<file path="src/design/lpdfa_pkg.sv">
// Shared types and constants for the length-prefixed deframer with ack.
// Used by the front, queue, back, top-level and checker modules.
`default_nettype none
package lpdfa_pkg;

	localparam int HDR_BYTES       = 12;
	localparam int ACK_BYTES       = 16;
	localparam int ACK_WORD_END    = HDR_BYTES + 4;
	localparam int QUEUE_DEPTH_DEF = 4;

	// Request codes.
	localparam logic [1:0] REQ_BYTE      = 2'd0;
	localparam logic [1:0] REQ_LINK_UP   = 2'd1;
	localparam logic [1:0] REQ_LINK_DOWN = 2'd2;

	// Result kinds.
	localparam logic [2:0] KIND_PAYLOAD = 3'd0;
	localparam logic [2:0] KIND_EMPTY   = 3'd1;
	localparam logic [2:0] KIND_ACK_RX  = 3'd2;
	localparam logic [2:0] KIND_TX_BYTE = 3'd3;
	localparam logic [2:0] KIND_UNKNOWN = 3'd4;
	localparam logic [2:0] KIND_BAD_LEN = 3'd5;

	// Frame types.
	localparam logic [31:0] TYPE_DATA = 32'd0;
	localparam logic [31:0] TYPE_ACK  = 32'd1;

	typedef enum logic {
		PH_HDR,
		PH_PAY
	} phase_t;

	// One queued command: an optional single result, optionally followed by
	// a 16-byte ack frame.
	typedef struct packed {
		logic        has_res;
		logic [2:0]  kind;
		logic [7:0]  data;
		logic        last;
		logic [31:0] frame_id;
		logic [31:0] acked_id;
		logic        do_ack;
	} cmd_t;

endpackage
`default_nettype wire

</file>
<file path="src/design/lpdfa_front.sv">
// Front end: takes link requests, parses frame headers and payload, and
// issues result commands into the queue. Depends on lpdfa_pkg.
`default_nettype none
module lpdfa_front import lpdfa_pkg::*; (
	input  wire logic       clk,
	input  wire logic       arst_n,
	input  wire logic       req_valid,
	output logic            req_stall,
	input  wire logic [1:0] req_type,
	input  wire logic [7:0] rx_byte,
	output cmd_t            cmd,
	output logic            cmd_push,
	input  wire logic       q_full
);

	phase_t      phase_q, phase_n;
	logic [31:0] count_q, count_n;
	logic [31:0] len_q, len_n;
	logic [31:0] id_q, id_n;
	logic [31:0] kind_q, kind_n;
	logic [31:0] ackw_q, ackw_n;
	logic        link_q, link_n;
	logic        accept;
	logic        do_end;
	logic        end_bad;
	logic        last;

	function automatic logic [31:0] set_byte(input logic [31:0] word,
		input logic [1:0] pos, input logic [7:0] b);
		logic [31:0] w;
		w = word;
		w[pos*8 +: 8] = b;
		return w;
	endfunction

	assign req_stall = q_full;
	assign accept    = req_valid && !q_full;
	assign cmd_push  = cmd.has_res || cmd.do_ack;

	always_ff @(posedge clk or negedge arst_n) begin
		if (!arst_n) begin
			phase_q <= PH_HDR;
			count_q <= '0;
			len_q   <= '0;
			id_q    <= '0;
			kind_q  <= '0;
			ackw_q  <= '0;
			link_q  <= 1'b0;
		end else begin
			phase_q <= phase_n;
			count_q <= count_n;
			len_q   <= len_n;
			id_q    <= id_n;
			kind_q  <= kind_n;
			ackw_q  <= ackw_n;
			link_q  <= link_n;
		end
	end

	always_comb begin
		phase_n = phase_q;
		count_n = count_q;
		len_n   = len_q;
		id_n    = id_q;
		kind_n  = kind_q;
		ackw_n  = ackw_q;
		link_n  = link_q;
		do_end  = 1'b0;
		end_bad = 1'b0;
		last    = 1'b0;
		cmd     = '0;
		if (accept) begin
			unique case (req_type)
				REQ_LINK_UP: begin
					link_n = 1'b1;
				end
				REQ_LINK_DOWN: begin
					link_n  = 1'b0;
					phase_n = PH_HDR;
					count_n = '0;
				end
				REQ_BYTE: begin
					unique case (phase_q)
						PH_HDR: begin
							if (count_q < 32'd4)
								len_n = set_byte(len_q, count_q[1:0], rx_byte);
							else if (count_q < 32'd8)
								id_n = set_byte(id_q, count_q[1:0], rx_byte);
							else
								kind_n = set_byte(kind_q, count_q[1:0], rx_byte);
							count_n = count_q + 32'd1;
							if (count_n >= 32'(HDR_BYTES)) begin
								ackw_n = '0;
								if (len_n < 32'(HDR_BYTES)) begin
									do_end  = 1'b1;
									end_bad = 1'b1;
								end else if (len_n == 32'(HDR_BYTES)) begin
									do_end = 1'b1;
								end else begin
									phase_n = PH_PAY;
								end
							end
						end
						PH_PAY: begin
							last = (count_q + 32'd1 == len_q);
							if (kind_q == TYPE_DATA) begin
								cmd.has_res = 1'b1;
								cmd.kind    = KIND_PAYLOAD;
								cmd.data    = rx_byte;
								cmd.last    = last;
							end else if (kind_q == TYPE_ACK &&
									count_q < 32'(ACK_WORD_END)) begin
								ackw_n = set_byte(ackw_q, count_q[1:0], rx_byte);
							end
							count_n = count_q + 32'd1;
							do_end  = last;
						end
						default: ;
					endcase
				end
				default: ;
			endcase
		end

		// Frame end: at most one closing result, then, if the link is up, the ack for data frames.
		if (do_end) begin
			phase_n = PH_HDR;
			count_n = '0;
			if (end_bad) begin
				cmd.has_res = 1'b1;
				cmd.kind    = KIND_BAD_LEN;
			end
			if (kind_n == TYPE_DATA) begin
				if (!end_bad && len_n == 32'(HDR_BYTES)) begin
					cmd.has_res = 1'b1;
					cmd.kind    = KIND_EMPTY;
				end
				cmd.do_ack = link_q;
			end else if (!end_bad) begin
				cmd.has_res = 1'b1;
				if (kind_n == TYPE_ACK) begin
					cmd.kind     = KIND_ACK_RX;
					cmd.acked_id = ackw_n;
				end else begin
					cmd.kind = KIND_UNKNOWN;
				end
			end
		end
		cmd.frame_id = id_n;
	end

endmodule
`default_nettype wire

</file>
<file path="src/design/lpdfa_queue.sv">
// Short command queue between the front and back ends.
// Depends on lpdfa_pkg for the command type.
`default_nettype none
module lpdfa_queue import lpdfa_pkg::*; #(
	parameter int DEPTH = QUEUE_DEPTH_DEF
) (
	input  wire logic clk,
	input  wire logic arst_n,
	input  wire logic push,
	input  cmd_t      wr_cmd,
	input  wire logic pop,
	output cmd_t      head,
	output logic      empty,
	output logic      full
);

	localparam int AW = (DEPTH > 1) ? $clog2(DEPTH) : 1;
	localparam int CW = $clog2(DEPTH + 1);

	cmd_t          mem [DEPTH];
	logic [AW-1:0] wr_ptr_q;
	logic [AW-1:0] rd_ptr_q;
	logic [CW-1:0] count_q;
	logic          do_push;
	logic          do_pop;

	assign empty   = (count_q == '0);
	assign full    = (count_q == CW'(DEPTH));
	assign do_push = push && !full;
	assign do_pop  = pop && !empty;
	assign head    = mem[rd_ptr_q];

	always_ff @(posedge clk) begin
		if (do_push)
			mem[wr_ptr_q] <= wr_cmd;
	end

	always_ff @(posedge clk or negedge arst_n) begin
		if (!arst_n) begin
			wr_ptr_q <= '0;
			rd_ptr_q <= '0;
			count_q  <= '0;
		end else begin
			if (do_push)
				wr_ptr_q <= (wr_ptr_q == AW'(DEPTH - 1)) ? '0 : wr_ptr_q + AW'(1);
			if (do_pop)
				rd_ptr_q <= (rd_ptr_q == AW'(DEPTH - 1)) ? '0 : rd_ptr_q + AW'(1);
			if (do_push && !do_pop)
				count_q <= count_q + CW'(1);
			else if (do_pop && !do_push)
				count_q <= count_q - CW'(1);
		end
	end

endmodule
`default_nettype wire

</file>
<file path="src/design/lpdfa_back.sv">
// Back end: expands queued commands into result beats, including the
// 16-byte ack frames, through a registered output stage. Depends on lpdfa_pkg.
`default_nettype none
module lpdfa_back import lpdfa_pkg::*; (
	input  wire logic        clk,
	input  wire logic        arst_n,
	input  cmd_t             head,
	input  wire logic        q_empty,
	output logic             pop,
	output logic             res_valid,
	input  wire logic        res_stall,
	output logic [2:0]       out_kind,
	output logic [7:0]       out_byte,
	output logic             out_last,
	output logic [31:0]      frame_id,
	output logic [31:0]      acked_id
);

	logic        valid_q;
	logic [2:0]  kind_q;
	logic [7:0]  byte_q;
	logic        last_q;
	logic [31:0] fid_q;
	logic [31:0] aid_q;
	logic        res_done_q;
	logic [3:0]  idx_q;
	logic [31:0] tx_id_q;
	logic        load;
	logic        beat_is_res;
	logic        ack_end;
	logic [31:0] tx_word;
	logic [7:0]  tx_byte;

	assign load        = !q_empty && (!valid_q || !res_stall);
	assign beat_is_res = head.has_res && !res_done_q;
	assign ack_end     = (idx_q == 4'(ACK_BYTES - 1));
	assign pop         = load && (beat_is_res ? !head.do_ack : ack_end);

	always_comb begin
		case (idx_q[3:2])
			2'd0:    tx_word = 32'(ACK_BYTES);
			2'd1:    tx_word = tx_id_q;
			2'd2:    tx_word = TYPE_ACK;
			default: tx_word = head.frame_id;
		endcase
		tx_byte = tx_word[idx_q[1:0]*8 +: 8];
	end

	always_ff @(posedge clk or negedge arst_n) begin
		if (!arst_n) begin
			valid_q    <= 1'b0;
			res_done_q <= 1'b0;
			idx_q      <= '0;
			tx_id_q    <= 32'd1;
		end else if (load) begin
			valid_q <= 1'b1;
			if (beat_is_res) begin
				res_done_q <= head.do_ack;
			end else if (ack_end) begin
				res_done_q <= 1'b0;
				idx_q      <= '0;
				tx_id_q    <= tx_id_q + 32'd1;
			end else begin
				idx_q <= idx_q + 4'd1;
			end
		end else if (!res_stall) begin
			valid_q <= 1'b0;
		end
	end

	always_ff @(posedge clk) begin
		if (load) begin
			fid_q <= head.frame_id;
			if (beat_is_res) begin
				kind_q <= head.kind;
				byte_q <= head.data;
				last_q <= head.last;
				aid_q  <= head.acked_id;
			end else begin
				kind_q <= KIND_TX_BYTE;
				byte_q <= tx_byte;
				last_q <= ack_end;
				aid_q  <= '0;
			end
		end
	end

	assign res_valid = valid_q;
	assign out_kind  = kind_q;
	assign out_byte  = byte_q;
	assign out_last  = last_q;
	assign frame_id  = fid_q;
	assign acked_id  = aid_q;

endmodule
`default_nettype wire

</file>
<file path="src/design/length_prefixed_deframer_with_ack_top.sv">
// Path: the command for an accepted request is written into the queue, then
// loaded from the queue head into the registered output stage.
// Throughput: one request per cycle while the command queue has room; the
// output gives one beat per cycle while res_stall is low, and each sent ack
// frame adds 16 beats that back up into the queue and then the request side.
// Reset: arst_n clears the parser, link state, queue and output; tx id is 1.
`default_nettype none
module length_prefixed_deframer_with_ack_top import lpdfa_pkg::*; #(
	parameter int QUEUE_DEPTH = QUEUE_DEPTH_DEF
) (
	input  wire logic        clk,
	input  wire logic        arst_n,
	input  wire logic        req_valid,
	output logic             req_stall,
	input  wire logic [1:0]  req_type,
	input  wire logic [7:0]  rx_byte,
	output logic             res_valid,
	input  wire logic        res_stall,
	output logic [2:0]       out_kind,
	output logic [7:0]       out_byte,
	output logic             out_last,
	output logic [31:0]      frame_id,
	output logic [31:0]      acked_id
);

	cmd_t cmd;
	cmd_t head;
	logic cmd_push;
	logic q_full;
	logic q_empty;
	logic pop;

	lpdfa_front u_front (
		.clk       (clk),
		.arst_n    (arst_n),
		.req_valid (req_valid),
		.req_stall (req_stall),
		.req_type  (req_type),
		.rx_byte   (rx_byte),
		.cmd       (cmd),
		.cmd_push  (cmd_push),
		.q_full    (q_full)
	);

	lpdfa_queue #(
		.DEPTH (QUEUE_DEPTH)
	) u_queue (
		.clk    (clk),
		.arst_n (arst_n),
		.push   (cmd_push),
		.wr_cmd (cmd),
		.pop    (pop),
		.head   (head),
		.empty  (q_empty),
		.full   (q_full)
	);

	lpdfa_back u_back (
		.clk       (clk),
		.arst_n    (arst_n),
		.head      (head),
		.q_empty   (q_empty),
		.pop       (pop),
		.res_valid (res_valid),
		.res_stall (res_stall),
		.out_kind  (out_kind),
		.out_byte  (out_byte),
		.out_last  (out_last),
		.frame_id  (frame_id),
		.acked_id  (acked_id)
	);

endmodule
`default_nettype wire

</file>
<file path="config.mk">
export PLATFORM = sky130hd
export DESIGN_NAME = length_prefixed_deframer_with_ack_top
export DESIGN_NICKNAME = d
export VERILOG_FILES = /design/src/design/lpdfa_pkg.sv /design/src/design/lpdfa_front.sv /design/src/design/lpdfa_queue.sv /design/src/design/lpdfa_back.sv /design/src/design/length_prefixed_deframer_with_ack_top.sv
export SDC_FILE = /design/constraint.sdc
export NUM_CORES = 1
export LEC_CHECK = 0
export BUFFER_PORTS_ARGS = -buffer_cell sky130_fd_sc_hd__buf_4
export CORE_UTILIZATION = 55
export DETAILED_ROUTE_END_ITERATION = 10
export GPL_TIMING_DRIVEN = 0
export PLACE_DENSITY = 0.72
export REMOVE_ABC_BUFFERS = 1
export SYNTH_ARGS = -nofsm -noshare
export SYNTH_HDL_FRONTEND = slang
export SYNTH_HIERARCHICAL = 1
export SYNTH_SLANG_ARGS = --single-unit
</file>
<file path="constraint.sdc">
create_clock -name clk -period 7.5 [get_ports clk]
set_input_delay 0 -clock clk [delete_from_list [all_inputs] [get_ports clk]]
set_output_delay 0 -clock clk [all_outputs]
set_load 0.01 [all_outputs]
</file>
### Word-level counts from Yosys, hierarchy flattened

Memories as Yosys holds them, arrays and structs flattened.
Cells that the tools add are included.

* register bits after elaboration: 283
* bits in writable memories: 312
* output and inout bits: 78
* word-level logic and storage cells: 167
* memories kept: 1

Memory list
* u_queue.mem: depth 4, bits a word 78, rd ports 1, clocked after memory_dff 0, wr ports 1, line lpdfa_queue.sv:20 `cmd_t mem [DEPTH];`

* add/sub/neg operators: 8
* $lt $le $gt $ge: 5
* equal/unequal tests: 14
* shift-type cells: 3
* muxes and demuxes: 79
* bitwise operators: 2
* reductions and logical operators: 36

Operators with widths (number)
* $mux W32: 27
* $bwmux W32: 4
* $pmux W32 S2: 2
* $pmux W32 S3: 1
* $add A32 B1 Y32 const B: 2
* $eq A32 B1 Y1 const B: 2
* $eq A32 B4 Y1 const B: 2
* $logic_not A32 Y1: 2
* $lt A32 B4 Y1 const B: 2
* $mux W13: 4
* $neg A5 Y34: 1
* $shift A8 B34 Y32 const A: 1
* $shiftx A8 B34 Y32: 1
* $mux W33: 1
* $eq A32 B32 Y1: 1
* $ge A32 B4 Y1 const B: 1
* $lt A32 B3 Y1 const B: 1
* $lt A32 B5 Y1 const B: 1
* $shiftx A32 B6 Y8: 1
* $mux W1: 25
* $mux W4: 6
* $logic_and A1 B1 Y1: 10
* $logic_not A1 Y1: 9
* $mux W3: 3
* 20 further kinds: 37

### Logic depth before layout (Yosys ltp)

* depth after elaboration: 24
* mapped depth: 20

### Cells and area by module

The synthesis kept the hierarchy.

By module, submodules not included
* lpdfa_queue: times used 1, cells an instance 445, area an instance 11803.8 sq um
* lpdfa_front: times used 1, cells an instance 1245, area an instance 10377.5 sq um
* lpdfa_back: times used 1, cells an instance 387, area an instance 5046.1 sq um

### Worst setup path before layout

Ideal clock, no wire load.

* path type: register -> register
* from: register u_front.count_q[0]
* to: memory u_queue/mem[3][0] (netlist name), enable pin
* arrival time: 6.352 ns
* required time: 6.984 ns
* path slack: 0.631 ns
* cell stages (with the launch flop): 16
* period minus slack after synthesis: 6.869 ns
* cell sequence: dfrtp_1 -> buf_4 -> inv_1 -> ha_1 -> xnor2_1 -> nand4_1 -> or4_1 -> a2111oi_0 -> nand4_1 -> nor4_1 -> and4_1 -> or2_1 -> buf_4 -> a21o_1 -> nand2_1 -> nor2_1

* word-level cells in the longest chain between the ends: 22
* elaborated cells on any way between the ends: 50
* those cells by class: 2 x add/sub; 4 x order compare; 3 x eq/ne; 2 x shift; 34 x mux; 5 x reduce/logical

Ends and longest elaborated chain
* start: declaration: line lpdfa_front.sv:17 `logic [31:0] count_q, count_n;`
* start signal: assignment: line lpdfa_front.sv:51 `count_q <= count_n;`
* $neg A5 Y34: line lpdfa_front.sv:32 `w[pos*8 +: 8] = b;`
* $shiftx A8 B34 Y32 / $shift A8 B34 Y32 (equally long branches): line lpdfa_front.sv:32
* $bwmux W32: line lpdfa_front.sv:32
* $mux W32: line lpdfa_front.sv:85 `if (count_q < 32'd4)`
* $mux W32: line lpdfa_front.sv:83 `unique case (phase_q)`
* $mux W32: line lpdfa_front.sv:73 `unique case (req_type)`
* $mux W32: line lpdfa_front.sv:72 `if (accept) begin`
* $lt A32 B4 Y1: line lpdfa_front.sv:94 `if (len_n < 32'(HDR_BYTES)) begin`
* [... 7 more ...]
* $mux W4: line lpdfa_front.sv:134 `if (!end_bad && len_n == 32'(HDR_BYTES)) begin`
* $mux W4: line lpdfa_front.sv:133 `if (kind_n == TYPE_DATA) begin`
* $mux W4: line lpdfa_front.sv:126 `if (do_end) begin`
* $logic_or A1 B1 Y1 (*): line lpdfa_front.sv:38 `assign cmd_push = cmd.has_res || cmd.do_ack;`
* net cmd_push: line length_prefixed_deframer_with_ack_top.sv:28 `logic cmd_push;`
* $logic_and A1 B1 Y1 (*): line lpdfa_queue.sv:29 `assign do_push = push && !full;`
* $mux W1 (*): line lpdfa_queue.sv:34 `if (do_push)`
* $mux W1 (implied by the code) (*): line lpdfa_queue.sv:35 `mem[wr_ptr_q] <= wr_cmd;`
* end: declaration: line lpdfa_queue.sv:20

Mark *: on every way through the listed nets, which the timed path passes. The rest lies on a longest branch. The select of a mux whose other input is x is not followed.

### Final worst setup path

* from: register u_front.count_q[0]
* to: memory u_queue/mem[0][46] (netlist name), enable pin

* word-level cells in the longest chain between the ends: 22
* elaborated cells on any way between the ends: 50
* those cells by class: 2 x add/sub; 4 x order compare; 3 x eq/ne; 2 x shift; 34 x mux; 5 x reduce/logical

Ends and longest elaborated chain
* $neg A5 Y34: line lpdfa_front.sv:32
* $shiftx A8 B34 Y32 / $shift A8 B34 Y32 (equally long branches): line lpdfa_front.sv:32
* $bwmux W32: line lpdfa_front.sv:32
* $mux W32: line lpdfa_front.sv:85
* $mux W32: line lpdfa_front.sv:83
* $mux W32: line lpdfa_front.sv:73
* $mux W32: line lpdfa_front.sv:72
* $lt A32 B4 Y1: line lpdfa_front.sv:94
* [... 8 more ...]
* $mux W4: line lpdfa_front.sv:133
* $mux W4: line lpdfa_front.sv:126
* $logic_or A1 B1 Y1 (*): line lpdfa_front.sv:38
* net cmd_push: line length_prefixed_deframer_with_ack_top.sv:28
* $logic_and A1 B1 Y1 (*): line lpdfa_queue.sv:29
* net u_queue.do_push: line lpdfa_queue.sv:24 `logic do_push;`
* $mux W1 (*): line lpdfa_queue.sv:34
* $mux W1 (implied by the code) (*): line lpdfa_queue.sv:35

Marks and branches as above.

==> impl_summary.md <==
Status
The run finished with clean final reports.

Logic synthesis
The synthesized area divided by synthesized cell count is 13.1 sq um. The share of synthesized area occupied by flip-flops and latches is 61.8%. The fraction of registers with async set/reset is 34.8%. The synthesized design contains ~390 enable-type register cells. The number of synthesized register bits is about 600. The mapped netlist covers 27200 sq um.

In this run, distinct cell masters in the synthesized netlist total 98. For this run, the number of Yosys warnings is 6. The cell count after synthesis is 2077. The primary flip-flop cell chosen by synthesis mapping is sky130_fd_sc_hd__edfxtp_1.

STA
Dividing the final minimum period by the clock period gives ~95%. The final critical path time including I/O delays and setup is 7.10 ns. The slew at the pin closest to its max-slew limit is around 1.4 ns. Setup violations remaining at the end of the flow were counted as 0.

The hold violation count in the final report is 0. In this run the tightest slew margin relative to its limit is 9.07%. The final worst clock skew is 0.0454 ns.

Setup repair after global routing left no endpoint under its margin. For the final routed database, the setup TNS stands at 0 ns. Timing would allow up to around 140 MHz. The max-slew violation count is 0.

Route
The number of iterations in the first detailed-routing pass is 6. After detailed routing, the average wire length per cell comes to roughly 24 microns. For this block, the routed nets add up to 68100 microns of wire. The first-iteration detailed-routing DRC count is 1680. The residual antenna-violating net count after detailed routing is 0.

The post-detailed-route DRC marker count is 0. Detailed routing inserted a total of around 18000 vias. The mean number of vias per cell is 6.21.

GRT
Summed over all layers, the global routing overflow is 0. The global-route met3 utilization is 3.08%. Global routing used 27.4% of the available tracks.

The pin count of the biggest net entering global routing is 107. For this run, global-route usage on met1 was measured as 37.5%. Global routing used 45.3% of the available met2 tracks. The via count of the first global-routing pass is 17500.

The first-pass GRT wire length is 104000 microns. The busiest layer in global routing is met2. The initial antenna violation count was 1.

Clock network
The clock latency at the later pin of the worst-skew pair is ~0.65 ns. Clock tree synthesis inserted a total of slightly below 60 buffers. The clock net in this run drives a total of ~600 sinks. TritonCTS built the clock tree. The clock tree synthesis step divided the H-tree into 2 levels. The clock tree root driver cell is sky130_fd_sc_hd__clkbuf_16. The clock-pin slew reported for the worst setup and hold paths after clock tree synthesis is about 0.06 ns. The count of instances resized after the clock tree is built is 0. Counting along the longest clock path gives a buffer depth of 3. The number of buffers inserted to repair setup after CTS is 0.

Setup path
The worst setup path is of the register to register kind. STA classifies the critical path startpoint as a register. The required time at the endpoint of the critical path is 7.78 ns. The worst register-to-register path begins at u_front/count_q[0]$_DFFE_PN0P_.

The buffering stage count on the worst path with inverters included is 1. The largest individual stage delay along the critical path comes from the cell sky130_fd_sc_hd__nor4_1. Among the stages of the critical path, the cell type that occurs most often is sky130_fd_sc_hd__nor4_1.

The maximum fanout encountered on the critical timing path is 49. The arrival time of the worst setup path is 7.39 ns. The worst setup path is captured at a register. The cell type group with the largest total delay on the critical path is simple AND/OR/NAND/NOR gates.

The longest individual stage delay on the worst path is between 0.9 and 1 ns. Walking the worst path, the cells encountered are ha_1 -> nand4_1 -> nor4_1 -> a21oi_1 -> nor4_1 -> nand4_1 -> nor4_1 -> and4_1 -> or2_2 -> a21o_1 -> nor2b_4 -> and2_4 -> buf_16. The critical path starts at u_front/count_q[0]$_DFFE_PN0P_.

Min path
In this run the worst hold path is classified as primary input to asynchronous set/reset pin.

Power
The internal portion of the total power is 6760 uW. The power density over the cells is 323 nW/um^2. The clock network accounts for just under 30% of the total power. The reported net switching power is 3090 uW. The worst-case vdd ir drop is around 0.24 mV.

The power share of the combinational group is 26.0%. Net switching is between 30% and 40% of the power. Per report_power, the sequential group accounts for 44.5% of the total.

The leakage power is between 0.01 and 0.015 uW.

Floorplan
The row count is slightly above 80. The die covers slightly above 50000 sq um. The number of top-level pins is 92. The floorplan core area is 48800 sq um.

The die is between 200 and 250 microns wide. The starting density of the core is 55.7%. The die extent in y is 224 microns.

Place
After legalization and detailed placement, the total HPWL measured 45100 microns. The count of port buffers added during placement is 91. Counting tap cells, the placed design contains a total of 2714 instances. The final RePlAce weighted congestion is around 0.92. The cell area reported after detailed placement is 28400 sq um.

Layout
After the last flow step, the layout net total stands at 2155. The growth of design area from synthesis to finish is 12.0%. The layout has ~3700 filler cells. With fillers left out, the area of the finished cells amounts to roughly 30000 sq um. The proportion of layout cells with a drive suffix above 1 is 18.7%. The finished layout holds 2840 standard cells, fillers aside.

Flow run
The number of violations of the max-capacitance limit is 0.
## synth_stat cells (30+ instances only)
cell type	instances	area, sq um
sky130_fd_sc_hd__inv_1	39	146
sky130_fd_sc_hd__clkbuf_1	72	270
sky130_fd_sc_hd__mux2i_1	39	390
sky130_fd_sc_hd__nor4_1	37	231
sky130_fd_sc_hd__buf_2	33	165
sky130_fd_sc_hd__dfrtp_1	206	5150
sky130_fd_sc_hd__edfxtp_1	388	11700
sky130_fd_sc_hd__xor2_1	30	263
sky130_fd_sc_hd__nand3_1	69	345
sky130_fd_sc_hd__mux4_2	78	1760
sky130_fd_sc_hd__nor3_1	57	285
sky130_fd_sc_hd__nand2_1	228	856
sky130_fd_sc_hd__and2_1	63	394
sky130_fd_sc_hd__nand4_1	45	282
sky130_fd_sc_hd__a21oi_1	47	235
sky130_fd_sc_hd__nor2_1	81	304
sky130_fd_sc_hd__xnor2_1	51	447
sky130_fd_sc_hd__o21ai_0	159	796
## cell type report
| type | instances | area [sq um] | share of cell area [%] |
|---|---|---|---|
| antenna | 1 | 2.50 | 0.00821 |
| clock buffer | 73 | 1560 | 5.11 |
| clock inverter | 38 | 355 | 1.17 |
| inverter | 40 | 155 | 0.509 |
| multi-input combinational | 1305 | 9530 | 31.3 |
| sequential | 595 | 16800 | 55.2 |
| tap | 664 | 831 | 2.73 |
| timing repair buffer | 124 | 1210 | 3.96 |
## worst paths after layout
kind / to / slack (ns) / cells past startpoint
min in group clk: u_front/phase_q$_DFFE_PN0P_ / 0.10 / 7
max in group asynchronous: u_front/phase_q$_DFFE_PN0P_ / 6.43 / 3
min reg2reg: u_back/tx_id_q[31]$_DFFE_PN0P_ / 0.47 / 1
min: u_back/tx_id_q[30]$_DFFE_PN0P_ / 0.004 / 2
max: u_queue/mem[0][46]$_DFFE_PP_ / 0.40 / 13
max reg2reg: u_queue/mem[0][46]$_DFFE_PP_ / 0.40 / 13
## per-stage QoR
step                power, uW  hold WS (ns)  worst slack [ns]  utilization (%)
floorplan                5980        -0.296            -0.327                -
global placement         6940         0.232             -4.95             57.2
detailed placement       6970         0.110             0.516             58.2
CTS                      9900        0.0273             0.477             62.4
global route            10300        0.0869            0.0501             62.4
finish                   9850       0.00449             0.396             62.4
## cells by family after synthesis
| logic type | synth area share [%] |
|---|---|
| AOI/OAI and AO/OA | 7.82 |
| xor gates and xnor gates | 2.79 |
| adders and majority gates | 0.763 |
| buffers and inverters | 3.43 |
| DFF | 61.8 |
| muxes | 8.91 |
| and+or+nand+nor | 14.5 |
## per-layer routing
| metal | part of all wire, % | vias to the layer above |
|---|---|---|
| li1 | - | 7888 |
| met1 | 41 | 8962 |
| met2 | 50 | 668 |
| met3 | 5.9 | 131 |
| met4 | 3.4 | 0 |
| met5 | 0 | - |
## power groups by stage
| stage | logic [uW] | registers (uW) | clock network [uW] |
|---|---|---|---|
| 2_1_floorplan | 1480 | 4510 | 0 |
| 3_3_place_gp | 2390 | 4550 | 0 |
| 3_5_place_dp | 2530 | 4440 | 0 |
| 4_1_cts | 2560 | 4380 | 2950 |
| 5_1_grt | 2740 | 4440 | 3070 |
| 6_report | 2560 | 4380 | 2900 |
## what timing repair did
| action | 4_1_cts | 5_1_grt |
|---|---|---|
| hold buffers | 14 | 0 |
| endpoints found under the setup margin | 0 | 0 |
| hold endpoints to repair | 204 | 0 |
## state kept, by name, summed over array words and instances (netlist names)
signal and cells:
u_back/frame_id 32, u_back/idx_q 4, u_back/out_last 1, u_back/res_valid 1, u_back/res_done_q 1, u_front/len_q 32, u_back/out_byte 8, u_queue/count_q 3
u_front/phase_q 1, u_front/kind_q 32, u_queue/mem 312, u_back/tx_id_q 32, u_front/id_q 32, u_front/count_q 32, u_front/ackw_q 32, u_queue/rd_ptr_q 2
u_back/acked_id 32, u_front/link_q 1, u_back/out_kind 3, u_queue/wr_ptr_q 2
## cells in the final DEF (no fill, tap or decap), types with 14 or more instances in the layout
| cell type | instances |
|---|---|
| sky130_fd_sc_hd__a21oi_1 | 47 |
| sky130_fd_sc_hd__a22o_2 | 28 |
| sky130_fd_sc_hd__and2_1 | 60 |
| sky130_fd_sc_hd__and3_1 | 20 |
| sky130_fd_sc_hd__buf_4 | 91 |
| sky130_fd_sc_hd__clkbuf_16 | 59 |
| sky130_fd_sc_hd__clkinv_2 | 15 |
| sky130_fd_sc_hd__dfrtp_1 | 202 |
| sky130_fd_sc_hd__dlygate4sd3_1 | 14 |
| sky130_fd_sc_hd__edfxtp_1 | 388 |
| sky130_fd_sc_hd__ha_1 | 15 |
| sky130_fd_sc_hd__inv_1 | 39 |
| sky130_fd_sc_hd__mux2_2 | 21 |
| sky130_fd_sc_hd__mux2i_1 | 39 |
| sky130_fd_sc_hd__mux4_2 | 78 |
| sky130_fd_sc_hd__nand2_1 | 228 |
| sky130_fd_sc_hd__nand3_1 | 69 |
| sky130_fd_sc_hd__nand4_1 | 45 |
| sky130_fd_sc_hd__nor2_1 | 80 |
| sky130_fd_sc_hd__nor2b_2 | 29 |
| sky130_fd_sc_hd__nor3_1 | 54 |
| sky130_fd_sc_hd__nor4_1 | 37 |
| sky130_fd_sc_hd__o21ai_0 | 159 |
| sky130_fd_sc_hd__o22ai_1 | 14 |
| sky130_fd_sc_hd__or3_1 | 16 |
| sky130_fd_sc_hd__xnor2_1 | 51 |
| sky130_fd_sc_hd__xor2_1 | 30 |
Note: power is estimated with default switching activity, not from simulation.
